`config.mk`:
```
export PLATFORM = sky130hd
export DESIGN_NAME = arp_cache_responder
export DESIGN_NICKNAME = d
export VERILOG_FILES = /design/src/hw/rtl/arpc_pkg.sv /design/src/hw/rtl/arpc_front.sv /design/src/hw/rtl/arpc_queue.sv /design/src/hw/rtl/arpc_back.sv /design/src/hw/rtl/arp_cache_responder.sv
export SDC_FILE = /design/constraint.sdc
export NUM_CORES = 1
export LEC_CHECK = 0
export BUFFER_PORTS_ARGS = -buffer_cell sky130_fd_sc_hd__buf_2
export CAP_MARGIN = 40
export CORE_MARGIN = 3
export CORE_UTILIZATION = 60
export DETAILED_ROUTE_END_ITERATION = 7
export PLACE_DENSITY = 0.8
export SYNTH_ARGS = -nofsm -noshare
export SYNTH_HDL_FRONTEND = slang
export SYNTH_HIERARCHICAL = 1
export SYNTH_SLANG_ARGS = --single-unit
```
`constraint.sdc`:
```
create_clock -name clk -period 5.65 [get_ports clk]
set_input_delay 0.2825 -clock clk [delete_from_list [all_inputs] [get_ports clk]]
set_output_delay 0.2825 -clock clk [all_outputs]
set_load 0.05 [all_outputs]
```
`src/hw/rtl/arpc_pkg.sv`:
```
// ----------------------------------------------------------------------------
// ARP cache package
// Shared types and constants for the ARP cache responder.
// ----------------------------------------------------------------------------
package arpc_pkg;

  localparam int unsigned IP_W  = 32;
  localparam int unsigned MAC_W = 48;
  localparam int unsigned IDX_W = 6;
  localparam int unsigned OPC_W = 16;

  localparam logic [OPC_W-1:0] OPCODE_REQUEST = 16'd1;
  localparam logic [OPC_W-1:0] OPCODE_REPLY   = 16'd2;

  localparam logic KIND_PACKET = 1'b0;
  localparam logic KIND_LOOKUP = 1'b1;

  localparam logic CFG_OWN_IP  = 1'b0;
  localparam logic CFG_OWN_MAC = 1'b1;

  typedef enum logic [1:0] {
    ARPC_NONE,
    ARPC_LOOKUP,
    ARPC_REQUEST,
    ARPC_REPLY
  } arpc_op_t;

  typedef struct packed {
    arpc_op_t         op;
    logic [MAC_W-1:0] mac;
    logic [IP_W-1:0]  ip;
  } arpc_item_t;

endpackage

```
`src/hw/rtl/arpc_front.sv`:
```
// ----------------------------------------------------------------------------
// ARP cache front end
// Holds own_ip and sorts each incoming word into lookup, request, reply or
// no-op before it is queued.
// ----------------------------------------------------------------------------
module arpc_front import arpc_pkg::*; (
  input  logic             clk,
  input  logic             rst,
  input  logic             cfg_we,
  input  logic             cfg_index,
  input  logic [MAC_W-1:0] cfg_data,
  input  logic             kind,
  input  logic [OPC_W-1:0] opcode,
  input  logic [MAC_W-1:0] sender_mac,
  input  logic [IP_W-1:0]  sender_ip,
  input  logic [IP_W-1:0]  target_ip,
  input  logic [IP_W-1:0]  query_ip,
  output arpc_item_t       item
);

  logic [IP_W-1:0] own_ip;

  // own_mac is not kept here; a write to it has no effect in this block
  always_ff @(posedge clk) begin
    if (rst) begin
      own_ip <= '0;
    end else if (cfg_we) begin
      unique case (cfg_index)
        CFG_OWN_IP:  own_ip <= cfg_data[IP_W-1:0];
        CFG_OWN_MAC: ;
        default:     ;
      endcase
    end
  end

  always_comb begin
    item.mac = sender_mac;
    item.ip  = sender_ip;
    item.op  = ARPC_NONE;
    if (kind == KIND_LOOKUP) begin
      item.op = ARPC_LOOKUP;
      item.ip = query_ip;
    end else if (target_ip == own_ip) begin
      if (opcode == OPCODE_REQUEST) begin
        item.op = ARPC_REQUEST;
      end else if (opcode == OPCODE_REPLY) begin
        item.op = ARPC_REPLY;
      end
    end
  end

endmodule

```
`src/hw/rtl/arpc_queue.sv`:
```
// ----------------------------------------------------------------------------
// ARP cache work queue
// Two-entry queue between the front end and the table engine.
// ----------------------------------------------------------------------------
module arpc_queue import arpc_pkg::*; (
  input  logic       clk,
  input  logic       rst,
  input  logic       push,
  input  arpc_item_t push_item,
  input  logic       pop,
  output logic       full,
  output logic       not_empty,
  output arpc_item_t pop_item
);

  arpc_item_t  mem [2];
  logic        wr_ptr;
  logic        rd_ptr;
  logic [1:0]  count;
  logic        do_push;
  logic        do_pop;

  assign full      = (count == 2'd2);
  assign not_empty = (count != 2'd0);
  assign do_push   = push && !full;
  assign do_pop    = pop && not_empty;
  assign pop_item  = mem[rd_ptr];

  always_ff @(posedge clk) begin
    if (do_push) begin
      mem[wr_ptr] <= push_item;
    end
  end

  always_ff @(posedge clk) begin
    if (rst) begin
      wr_ptr <= 1'b0;
      rd_ptr <= 1'b0;
      count  <= 2'd0;
    end else begin
      if (do_push) wr_ptr <= !wr_ptr;
      if (do_pop)  rd_ptr <= !rd_ptr;
      case ({do_push, do_pop})
        2'b10:   count <= count + 2'd1;
        2'b01:   count <= count - 2'd1;
        default: count <= count;
      endcase
    end
  end

endmodule

```
`src/hw/rtl/arpc_back.sv`:
```
// ----------------------------------------------------------------------------
// ARP cache table engine
// Holds the IP-to-MAC table and insert pointer, runs one queued word per
// cycle and registers its result.
// ----------------------------------------------------------------------------
module arpc_back import arpc_pkg::*; #(
  parameter int unsigned TABLE_ENTRIES = 8
) (
  input  logic             clk,
  input  logic             rst,
  input  logic             item_valid,
  input  arpc_item_t       item,
  output logic             done,
  output logic             send_reply,
  output logic [MAC_W-1:0] reply_target_mac,
  output logic [IP_W-1:0]  reply_target_ip,
  output logic             found,
  output logic [IDX_W-1:0] entry_index,
  output logic [MAC_W-1:0] found_mac
);

  localparam int unsigned PTR_W = (TABLE_ENTRIES > 1) ? $clog2(TABLE_ENTRIES) : 1;
  localparam logic [PTR_W-1:0] LAST = PTR_W'(TABLE_ENTRIES - 1);

  logic [IP_W-1:0]  ip_tab  [TABLE_ENTRIES];
  logic [MAC_W-1:0] mac_tab [TABLE_ENTRIES];
  logic [PTR_W-1:0] insert_ptr;
  logic [PTR_W-1:0] insert_ptr_next;

  logic             hit;
  logic [PTR_W-1:0] hit_idx;
  logic [PTR_W-1:0] slot;
  logic             wr_en;
  logic             adv;

  logic             send_reply_next;
  logic [MAC_W-1:0] reply_target_mac_next;
  logic [IP_W-1:0]  reply_target_ip_next;
  logic             found_next;
  logic [IDX_W-1:0] entry_index_next;
  logic [MAC_W-1:0] found_mac_next;

  // lowest matching slot wins
  always_comb begin
    hit     = 1'b0;
    hit_idx = '0;
    for (int i = TABLE_ENTRIES - 1; i >= 0; i--) begin
      if (ip_tab[i] == item.ip) begin
        hit     = 1'b1;
        hit_idx = PTR_W'(i);
      end
    end
  end

  assign insert_ptr_next = (insert_ptr == LAST) ? '0 : insert_ptr + PTR_W'(1);
  assign slot            = hit ? hit_idx : insert_ptr;

  always_comb begin
    wr_en                 = 1'b0;
    adv                   = 1'b0;
    send_reply_next       = 1'b0;
    reply_target_mac_next = '0;
    reply_target_ip_next  = '0;
    found_next            = 1'b0;
    entry_index_next      = '0;
    found_mac_next        = '0;
    unique case (item.op)
      ARPC_LOOKUP: begin
        if (hit) begin
          found_next       = 1'b1;
          entry_index_next = IDX_W'(hit_idx);
          found_mac_next   = mac_tab[hit_idx];
        end
      end
      ARPC_REQUEST: begin
        wr_en                 = 1'b1;
        adv                   = !hit;
        send_reply_next       = 1'b1;
        reply_target_mac_next = item.mac;
        reply_target_ip_next  = item.ip;
        entry_index_next      = IDX_W'(slot);
      end
      ARPC_REPLY: begin
        if (!hit) begin
          wr_en            = 1'b1;
          adv              = 1'b1;
          entry_index_next = IDX_W'(insert_ptr);
        end
      end
      default: ;
    endcase
  end

  always_ff @(posedge clk) begin
    if (rst) begin
      for (int i = 0; i < TABLE_ENTRIES; i++) begin
        ip_tab[i]  <= '0;
        mac_tab[i] <= '0;
      end
      insert_ptr <= '0;
      done       <= 1'b0;
    end else begin
      done <= item_valid;
      if (item_valid && wr_en) begin
        ip_tab[slot]  <= item.ip;
        mac_tab[slot] <= item.mac;
      end
      if (item_valid && adv) begin
        insert_ptr <= insert_ptr_next;
      end
    end
  end

  always_ff @(posedge clk) begin
    if (item_valid) begin
      send_reply       <= send_reply_next;
      reply_target_mac <= reply_target_mac_next;
      reply_target_ip  <= reply_target_ip_next;
      found            <= found_next;
      entry_index      <= entry_index_next;
      found_mac        <= found_mac_next;
    end
  end

endmodule

```
`src/hw/rtl/arp_cache_responder.sv`:
```
// ----------------------------------------------------------------------------
// ARP cache responder
// Small IP-to-MAC table, filled round robin, that answers ARP requests and
// table lookups.
// ----------------------------------------------------------------------------
// Use:
//   A word is taken at a rising edge with start high and busy low. kind
//   selects a parsed ARP packet (opcode, sender_mac, sender_ip, target_ip)
//   or a lookup of query_ip. Every word gives exactly one result, shown for
//   one cycle with done high; the receiver cannot stall it.
//   own_ip and own_mac are written through cfg_we / cfg_index / cfg_data
//   while no word is in flight.
//   A word passes through the two-entry queue and then the table engine's
//   output register before its result is shown with done high.
//   Throughput: one word per cycle; the table engine compares all entries in
//   parallel and updates the table in the same cycle, so the queue never
//   holds more than one word and busy stays low.
//   Reset (rst, synchronous) clears the table to zero, the insert pointer,
//   own_ip and the queue. Empty slots hold IP 0, so a lookup of IP 0 hits.
// ----------------------------------------------------------------------------
module arp_cache_responder import arpc_pkg::*; #(
  parameter int unsigned TABLE_ENTRIES = 8
) (
  input  logic             clk,
  input  logic             rst,
  input  logic             cfg_we,
  input  logic             cfg_index,
  input  logic [MAC_W-1:0] cfg_data,
  input  logic             start,
  output logic             busy,
  input  logic             kind,
  input  logic [OPC_W-1:0] opcode,
  input  logic [MAC_W-1:0] sender_mac,
  input  logic [IP_W-1:0]  sender_ip,
  input  logic [IP_W-1:0]  target_ip,
  input  logic [IP_W-1:0]  query_ip,
  output logic             done,
  output logic             send_reply,
  output logic [MAC_W-1:0] reply_target_mac,
  output logic [IP_W-1:0]  reply_target_ip,
  output logic             found,
  output logic [IDX_W-1:0] entry_index,
  output logic [MAC_W-1:0] found_mac
);

  arpc_item_t in_item;
  arpc_item_t q_item;
  logic       q_full;
  logic       q_valid;

  assign busy = q_full;

  arpc_front u_front (
    .clk        (clk),
    .rst        (rst),
    .cfg_we     (cfg_we),
    .cfg_index  (cfg_index),
    .cfg_data   (cfg_data),
    .kind       (kind),
    .opcode     (opcode),
    .sender_mac (sender_mac),
    .sender_ip  (sender_ip),
    .target_ip  (target_ip),
    .query_ip   (query_ip),
    .item       (in_item)
  );

  arpc_queue u_queue (
    .clk       (clk),
    .rst       (rst),
    .push      (start),
    .push_item (in_item),
    .pop       (1'b1),
    .full      (q_full),
    .not_empty (q_valid),
    .pop_item  (q_item)
  );

  arpc_back #(
    .TABLE_ENTRIES (TABLE_ENTRIES)
  ) u_back (
    .clk              (clk),
    .rst              (rst),
    .item_valid       (q_valid),
    .item             (q_item),
    .done             (done),
    .send_reply       (send_reply),
    .reply_target_mac (reply_target_mac),
    .reply_target_ip  (reply_target_ip),
    .found            (found),
    .entry_index      (entry_index),
    .found_mac        (found_mac)
  );

endmodule

```
Yosys cells after proc, flatten, opt, wreduce, memory -nomap -nowiden
Memories as Yosys holds them, arrays and structs flattened. A register that Yosys moved wholly into a read port is not among the register bits.
Cells that the tools add are included.
{"block": "word_totals", "ff_bits": 128, "ramBits": 804, "inputBits": 214, "output_inout_bits": 138, "wordCells": 97, "memories": 3}
{"memory": "u_back.mac_tab", "words": 8, "width": 48, "read_ports": 1, "rd_clocked_by_memory_dff": 1, "write_ports": 8, "line": "arpc_back.sv:26", "source": "logic [MAC_W-1:0] mac_tab [TABLE_ENTRIES];"}
{"memory": "u_back.ip_tab", "words": 8, "width": 32, "read_ports": 8, "rd_clocked_by_memory_dff": 0, "write_ports": 8, "line": "arpc_back.sv:25", "source": "logic [IP_W-1:0] ip_tab [TABLE_ENTRIES];"}
{"memory": "u_queue.mem", "words": 2, "width": 82, "read_ports": 1, "rd_clocked_by_memory_dff": 1, "write_ports": 1, "line": "arpc_queue.sv:16", "source": "arpc_item_t mem [2];"}
{"block": "op_classes", "add_sub_neg": 3, "n_eq_ne": 18, "n_mux": 47, "bitwise": 1, "reduce_logical": 14}
{"cell": "$eq A32 B32 Y1", "n": 9}
{"cell": "$mux W32", "n": 2}
{"cell": "$mux W48", "n": 1}
{"cell": "$reduce_or A48 Y1", "n": 1}
{"cell": "$mux W3", "n": 14}
{"cell": "$reduce_or A32 Y1", "n": 1}
{"cell": "$mux W1", "n": 22}
{"cell": "$pmux W6 S3", "n": 1}
{"cell": "$eq A16 B1 Y1 const B", "n": 1}
{"cell": "$eq A16 B2 Y1 const B", "n": 1}
{"cell": "$eq A2 B2 Y1 const B", "n": 4}
{"cell": "$mux W2", "n": 4}
{"cell": "$logic_not A1 Y1", "n": 5}
{"cell": "$eq A2 B1 Y1 const B", "n": 2}
{"cell": "$pmux W1 S2", "n": 2}
{"cell": "$pmux W2 S2", "n": 1}
{"cell": "$reduce_and A2 Y1", "n": 2}
{"cell": "$reduce_bool A2 Y1", "n": 2}
{"cell": "$add A3 B1 Y3 const B", "n": 1}
{"cell": "$eq A3 B3 Y1 const B", "n": 1}
{"cell": "$logic_and A1 B1 Y1", "n": 3}
{"cell": "$add A2 B1 Y2 const B", "n": 1}
{"cell": "$sub A2 B1 Y2 const B", "n": 1}
{"cell": "$not A1 Y1", "n": 1}

Longest topological paths before layout
Gate-level depths: netlist of run 1.
An unclocked memory read counts as a cell.
{"block": "depth", "depth_word": 18, "mapped_depth": 17, "depth_no_buf": 10}

Hierarchy
The synthesis of run 1 kept the hierarchy.
{"mod": "arpc_back", "n_inst": 1, "cells_per_inst": 2699, "area_each_um2": 35919.4, "seq_area_each_um2": 23292.3}
{"mod": "arpc_queue", "n_inst": 1, "cells_per_inst": 281, "area_each_um2": 6119.6, "seq_area_each_um2": 5024.8}
{"mod": "arpc_front", "n_inst": 1, "cells_per_inst": 277, "area_each_um2": 2283.4, "seq_area_each_um2": 640.6}
{"mod": "arp_cache_responder", "n_inst": 1, "cells_per_inst": 1, "area_each_um2": 3.8, "seq_area_each_um2": 0.0}

Worst setup path before layout of run 1
No wires, ideal clock.
{"block": "synth_timing", "path_type": "flip-flop to flip-flop", "startpoint": "reg u_queue.count[0]", "endpoint": "mem u_back.ip_tab[0][0] (enable)", "setup_ns": 0.404, "t_arrival_ns": 4.697, "required_time_ns": 5.246, "setup_slack_ns": 0.550, "stages_incl_launch_ff": 7, "n_path_buf": 0, "period_less_slack_ns": 5.100, "path_cell_list": "dfxtp_1 or2_2 nand3b_1 inv_1 o2111ai_4 nor3_2 or2_2"}
{"item": "start: declaration", "line": "arpc_queue.sv:19", "source": "logic [1:0] count;"}
{"item": "start signal: assignment", "line": "arpc_queue.sv:44", "source": "2'b10: count <= count + 2'd1;"}
{"item": "start signal: assignment", "line": "arpc_queue.sv:45", "source": "2'b01: count <= count - 2'd1;"}
{"item": "start signal: assignment", "line": "arpc_queue.sv:46", "source": "default: count <= count;"}
{"item": "end: declaration", "line": "arpc_back.sv:25"}

==> results of run 1 <==
-- kinds of logic (layout without fill, tap and decap cells) --
logic type,after synthesis,count (layout)
AND/OR/NAND/NOR,1143,1143
flip-flops,978,978
AO/OA/AOI/OAI,398,398
buffers and inverters,325,751
XOR/XNOR,292,292
multiplexers,117,117
adder cells (fa/ha/maj),3,3
other,2,8
-- final timing paths --
kind                                        from                                  to  cells after the start
setup / recovery                       flip-flop  u_back/ip_tab[6][29]$_SDFFCE_PN0P_                     11
hold / removal                      query_ip[25]        u_queue/mem[1][25]$_DFFE_PP_                      2
setup reg to reg                       flip-flop  u_back/ip_tab[6][29]$_SDFFCE_PN0P_                     11
hold reg to reg   u_front/own_ip[3]$_SDFFE_PP0P_      u_front/own_ip[3]$_SDFFE_PP0P_                      2
-- cell type report --
class | count | share of cell area (%)
tap | 959 | 2.346
antenna | 4 | 0.01957
sequential | 978 | 56.62
inverter | 8 | 0.06360
clock buffer | 122 | 5.176
clock inverter | 53 | 0.8684
timing repair buffer | 568 | 8.033
multi-input combinational | 1957 | 26.87
-- placed cells by master, fill, tap and decap left out, types with 18 or more instances in the layout --
master,netlist,final
edfxtp_1,937,937
nor4_1,86,86
buf_2,72,332
clkbuf_1,134,18
xnor2_1,170,170
clkbuf_16,0,102
a41o_1,48,48
nand3_1,98,98
xor2_1,122,122
a21boi_0,48,48
clkinv_1,0,18
o21ai_0,102,101
and2_1,721,721
nand2_1,76,73
dfxtp_1,41,40
mux2_2,111,111
buf_4,85,58
dlygate4sd3_1,0,154
and3_1,50,49
a21oi_1,84,83
buf_12,0,22
nand4_1,52,52
a31o_2,48,48
a211oi_1,48,48
-- through the flow --
stage / setup WS, ns / cells / utilization (%) / hold slack [ns] / area, um2
global placement: 0.6586 / 4313 / 63.57 / 0.4551 / 46460
CTS: 0.4763 / 4645 / 69.98 / 0.01720 / 51140
global route: 0.1210 / 4645 / 69.98 / 0.03907 / 51140
floorplan: 0.5495 / 3260 / - / 0.3516 / 44330
detailed placement: 0.5248 / 4316 / 63.64 / 0.4628 / 46510
finish: 0.2901 / 4649 / 69.99 / 0.05687 / 51150
-- layer usage --
layer,part of all wire [%],global-route usage [%]
met4,3.7,11.86
met3,11,5.117
met5,0,0
met1,36,38.39
met2,49,50.97
-- flip-flops by register name, indices dropped and copies added (netlist names), 3 cells and up, named ones only --
register	cells
u_back/mac_tab	384
u_back/insert_ptr	3
u_back/ip_tab	256
u_back/found_mac	48
u_front/own_ip	32
u_back/entry_index	3
u_back/reply_target_ip	32
u_queue/mem	164
u_back/reply_target_mac	48
-- what timing repair did --
item | 4_1_cts | 5_1_grt
hold buffers | 154 | 0
endpoints found under the setup margin | 0 | 0
endpoints found under the hold margin | 193 | 0
-- power by group through the flow --
stage / Combinational, W / Clock [W] / Sequential, W
floorplan: 0.00239 / 0 / 0.0111
global placement: 0.00526 / 0 / 0.00957
detailed placement: 0.00539 / 0 / 0.00961
CTS: 0.00550 / 0.00632 / 0.00947
global route: 0.00581 / 0.00660 / 0.00955
finish: 0.00551 / 0.00625 / 0.00947
==> impl_results.md, run 1 <==
* Worst skew pair latency at 0.67 ns
* Data arrival, critical path at 5.85 ns
* Multiplexer share of the synthesized area at 2.964%
* Global-route wire length before repair at 174900 um
* PD cells at 415.1 nW/um2
* Fill count at 4696
* Post CTS Setup Buffer Count at 0
* Die span in y at 277.8 um
* Leakage at 18.65 nW
* Initial antenna violation count at 4
* Slew Limit Fails at 0
* Vias/cell at 6.174
* Grt ovf at 0
* Port bufs at 332
* FF/Latch Area at 28960 um2
* Cell area after synthesis at 44330 um2
* Status: complete, no violations
* Top fanout value on the critical path at 80
* Drt total wl at 117000 um
* Cell family with most CP delay: simple AND/OR/NAND/NOR gates
* Fin crit period at 5.360 ns
* CTS tree: done
* XOR/XNOR share of the synthesized area at 5.770%
* Hold Crit Class: in2reg
* Slowest stage delay, CP at 0.80 ns
* Crit Path Class: reg2reg
* Clk network pwr share at 29.4%
* DP Wirelength at 65860 um
* GRT Util Overall at 29.89%
* Final Hold Vio Count at 0
* Worst Skew at 0.04881 ns
* Tot Pwr at 0.02123 W
* Post-synth cell types at 61
* Fmax at 186.6 MHz
* Sw power at 0.007128 W
* Starting DRT DRC Count at 3210
* Setup TNS at 0 ns
* Vias in the first global route at 29900
* Syn avg cell area at 13.61 um2
* Sequential power share at 44.6%
* DR WL/cell at 25.17 um
* Post-synthesis sequential area ratio at 65.33%
* # Max-Cap Violations at 0
* Initial Util at 60.65%
* Synth-to-layout area growth at 15.40%
* Net count reported at finish at 3829
* Synthesized flop and latch total at 978
* Root cell of the clock tree: clkbuf_16
* Core area at 73080 um2
* Tightest Pin Transition at 1.000 ns
* Logic pwr share at 25.9%
* Adder-Cell Fraction of Synth Area at 0.08468%
* Area contributors post-synth: edfxtp_1, and2_1, xnor2_1, mux2_2, xor2_1
* Int Power at 0.01410 W
* FF-to-FF setup slack at 0.29 ns
* Largest family of logic cells by synthesized area: simple AND/OR/NAND/NOR gates
* Clock buffer depth at 3
* Die Wd at 277.8 um
* Setup violators final at 0
* Dominant synthesized flop cell: edfxtp_1
* Post-synth EDFFs at 937
* Buf/Inv on CP at 2
* Post-DRT Antenna Nets at 0
* Switch share at 33.57%
* Synth top area share at 63.48%
* Simple-Gate Fraction of Synth Area at 15.74%
* Multi-input gate area at 13750 um2
* Worst Setup End Kind: flip-flop
* Yosys top cell by area: edfxtp_1
* CP max-delay cell: buf_4
* Post-synthesis compound-gate area fraction at 6.187%
* Num CTS Buffers at 99
* Vias at 28700
* # resized after CTS at 0
* FFs w/ async S/R, synth at 0%
* Routability-driven placement congestion ratio at 0.9342
* Share of layout cells above drive strength 1 at 20.73%
* RSZ-0062 raised after global routing: false
* Clock slew at reported path FFs at 0.07 ns
* H-tree depth at 3
* Top cells by count, synth: edfxtp_1, and2_1, xnor2_1, clkbuf_1, xor2_1
* Synthesis warning total at 6
* Worst Setup Start Kind: flip-flop
* Worst path cell trace: mux2_2 -> xor2_1 -> nor4_1 -> and4_2 -> buf_4 -> nor2_1 -> a21o_1 -> o21ai_2 -> nor3b_4 -> buf_4 -> and2_1
* Clock sinks at 978
* Remaining DRCs at 0
* IO Pins at 352
* Slew headroom at 33.30%
* Syn Inst Count at 3258
* Drt pass-1 iters at 5
* Die ar. at 77180 um2
* Most common cell in the netlist: edfxtp_1
* Pin count of the biggest net entering global routing at 102
* CP required at 6.14 ns
* FP Rows at 99
* Final Cycle Share at 94.87%
* Worst-case vdd ir drop at 0.0003396 V
* Most frequent CP cell: buf_4
Note: power is estimated with default switching activity, not from simulation.
==> run 2, diff against run 1 <==
- CELL_PAD_IN_SITES_DETAIL_PLACEMENT: not set -> 2
- CELL_PAD_IN_SITES_GLOBAL_PLACEMENT: not set -> 2
- CORE_UTILIZATION: 60 -> 43
- PLACE_DENSITY: 0.8 -> not set
- PLACE_DENSITY_LB_ADDON: not set -> 0.1
==> run 2 against run 1 <==
Net effect:
- cell count grew 9.5%
- via count about the same
- first-iteration DRC count fell by 36%
- flip-flop and latch count is the same
- sequential share of layout area decreased by 1.1 points
- combinational power up 6.2%
- power grew 4.7%
- highest routed layer is now met5
==> impl_results.md, run 2 (same netlist as run 1, synthesis figures left out) <==
* Largest register FFs at 384
* DR WL/cell at 28.47 um
* Synth-to-layout area growth at 17.63%
* Num CTS Buffers at 107
* Die span in y at 327.1 um
* Worst path cell trace: buf_4 -> mux2_2 -> xnor2_1 -> nand4_1 -> nor4_1 -> nand4_1 -> buf_4 -> nand2_2 -> or3_2 -> buf_4 -> a211oi_1 -> nor4_1
* Top fanout value on the critical path at 48
* Most frequent cells in the layout: edfxtp_1, and2_1, buf_2
* Cell area after layout at 52140 um2
* Die ar. at 107000 um2
* Setup TNS at 0 ns
* Clk network pwr share at 31.0%
* Routability-driven placement congestion ratio at 0.7936
* Logic pwr share at 26.3%
* N_diodes at 0
* DP Wirelength at 83060 um
* Final Hold Vio Count at 0
* Die Wd at 327.1 um
* H-tree depth at 3
* CP max-delay cell: buf_4
* DP Area at 47300 um2
* Drt pass-1 iters at 5
* RSZ-0062 raised after global routing: false
* Int Power at 0.01459 W
* Buf/Inv on CP at 3
* Worst skew pair latency at 0.69 ns
* Data arrival, critical path at 5.59 ns
* Status: complete, no violations
* PD cells at 426.6 nW/um2
* Largest registers: u_back/mac_tab x384, u_back/ip_tab x256, u_queue/mem x164
* Remaining DRCs at 0
* Pin count of the biggest net entering global routing at 149
* Fin crit period at 5.172 ns
* Post CTS Setup Buffer Count at 0
* Vias/cell at 5.645
* Fin cells at 5089
* CP required at 6.06 ns
* Post-DRT Antenna Nets at 0
* Final Cycle Share at 91.55%
* Initial antenna violation count at 5
* Worst-case vdd ir drop at 0.0002395 V
* Cells after DPL at 4749
* Worst Setup End Kind: flip-flop
* Slowest stage delay, CP at 0.69 ns
* Crit Path Class: reg2reg
* Worst Setup Start Kind: flip-flop
* Clock buffer depth at 3
* Initial Util at 43.44%
* Fmax at 193.3 MHz
* Tightest Pin Transition at 0.9284 ns
* # resized after CTS at 0
* Port bufs at 332
* Vias at 28730
* Setup violators final at 0
* Clock sinks at 978
* Sequential power share at 42.7%
* Starting DRT DRC Count at 2050
* Sw power at 0.007651 W
* Core area at 102000 um2
* Share of layout cells above drive strength 1 at 21.37%
* Slew headroom at 38.10%
* GRT Util Overall at 26.94%
* Hold-fix buffers, CTS at 145
* Cell family with most CP delay: simple AND/OR/NAND/NOR gates
* IO Pins at 352
* Grt ovf at 0
* Commonest non-fill, non-tap cell in the layout: edfxtp_1
* FP Rows at 117
* Clock slew at reported path FFs at 0.06 ns
* # Max-Cap Violations at 0
* Hold Crit Class: in2reg
* Most flop-heavy register: u_back/mac_tab
* Root cell of the clock tree: clkbuf_16
* Most frequent CP cell: buf_4
* Switch share at 34.40%
* Leakage at 18.93 nW
* Slew Limit Fails at 0
* Global-route wire length before repair at 215900 um
* Net count reported at finish at 3852
* Vias in the first global route at 33030
* Worst Skew at 0.02818 ns
* Drt total wl at 144900 um
* CTS tree: done
-- run 2: cell count changes in the layout (fill, tap and decap cells not counted), moves of 4 or more --
cell	before	now
buf_12	22	28
buf_4	58	75
clkbuf_1	18	25
clkbuf_16	102	110
diode_2	4	0
dlygate4sd3_1	154	145
inv_4	5	1
-- run 2: per-stage QoR --
stage	hold slack, ns	worst slack [ns]	power (W)	utilization [%]
finish	0.05700	0.4776	0.02224	51.10
global route	0.04470	0.2599	0.02313	51.10
CTS	0.01116	0.4968	0.02247	51.10
detailed placement	0.4634	0.5509	0.01542	46.35
global placement	0.4551	0.6756	0.01509	46.28
floorplan	0.3516	0.5495	0.01350	-
-- run 2: metal layers --
layer  track usage (%)  vias to the layer above  part of all wire [%]
met5                 0                        -                0.0090
met4             6.735                        2                   2.3
met3             4.393                      226                   5.2
met2             48.63                      908                    52
met1             33.65                    15110                    41
li1                  -                    12480                     -
-- run 2: layout make-up --
class                           count  area (um2)
Sequential cell                   978       28960
Clock inverter                     57       504.2
Clock buffer                      138        2888
Multi-Input combinational cell   1957       13750
Fill cell                        9609       49900
Timing Repair Buffer              583        4294
Inverter                            8       32.53
Tap cell                         1368        1712
-- run 2: worst reg2reg max path: cells and delay by family, from the launching register on --
kind                   cells  cell delay, ns
AO/OA/AOI/OAI              1            0.16
XOR/XNOR                   1            0.27
buffers and inverters      3            1.46
flip-flops                 1            0.63
multiplexers               1            0.62
AND/OR/NAND/NOR            6            1.76
-- run 2: path summary, 6_finish.rpt --
path,depth (start not counted),slack (ns),to,from
setup reg to reg,12,0.48,u_back/found_mac[38]$_SDFFCE_PN0P_,flip-flop
hold reg to reg,2,0.47,u_front/own_ip[2]$_SDFFE_PP0P_,u_front/own_ip[2]$_SDFFE_PP0P_
hold / removal,4,0.06,u_queue/mem[1][81]$_DFFE_PP_,opcode[0]
setup / recovery,12,0.48,u_back/found_mac[38]$_SDFFCE_PN0P_,flip-flop
-- run 2: power by group through the flow --
| stage | clock network, W | registers, W | logic, W |
|---|---|---|---|
| 4_1_cts | 0.00705 | 0.00951 | 0.00591 |
| 3_5_place_dp | 0 | 0.00964 | 0.00578 |
| 6_report | 0.00689 | 0.00950 | 0.00585 |
| 2_1_floorplan | 0 | 0.0111 | 0.00239 |
| 3_3_place_gp | 0 | 0.00958 | 0.00551 |
| 5_1_grt | 0.00733 | 0.00959 | 0.00621 |
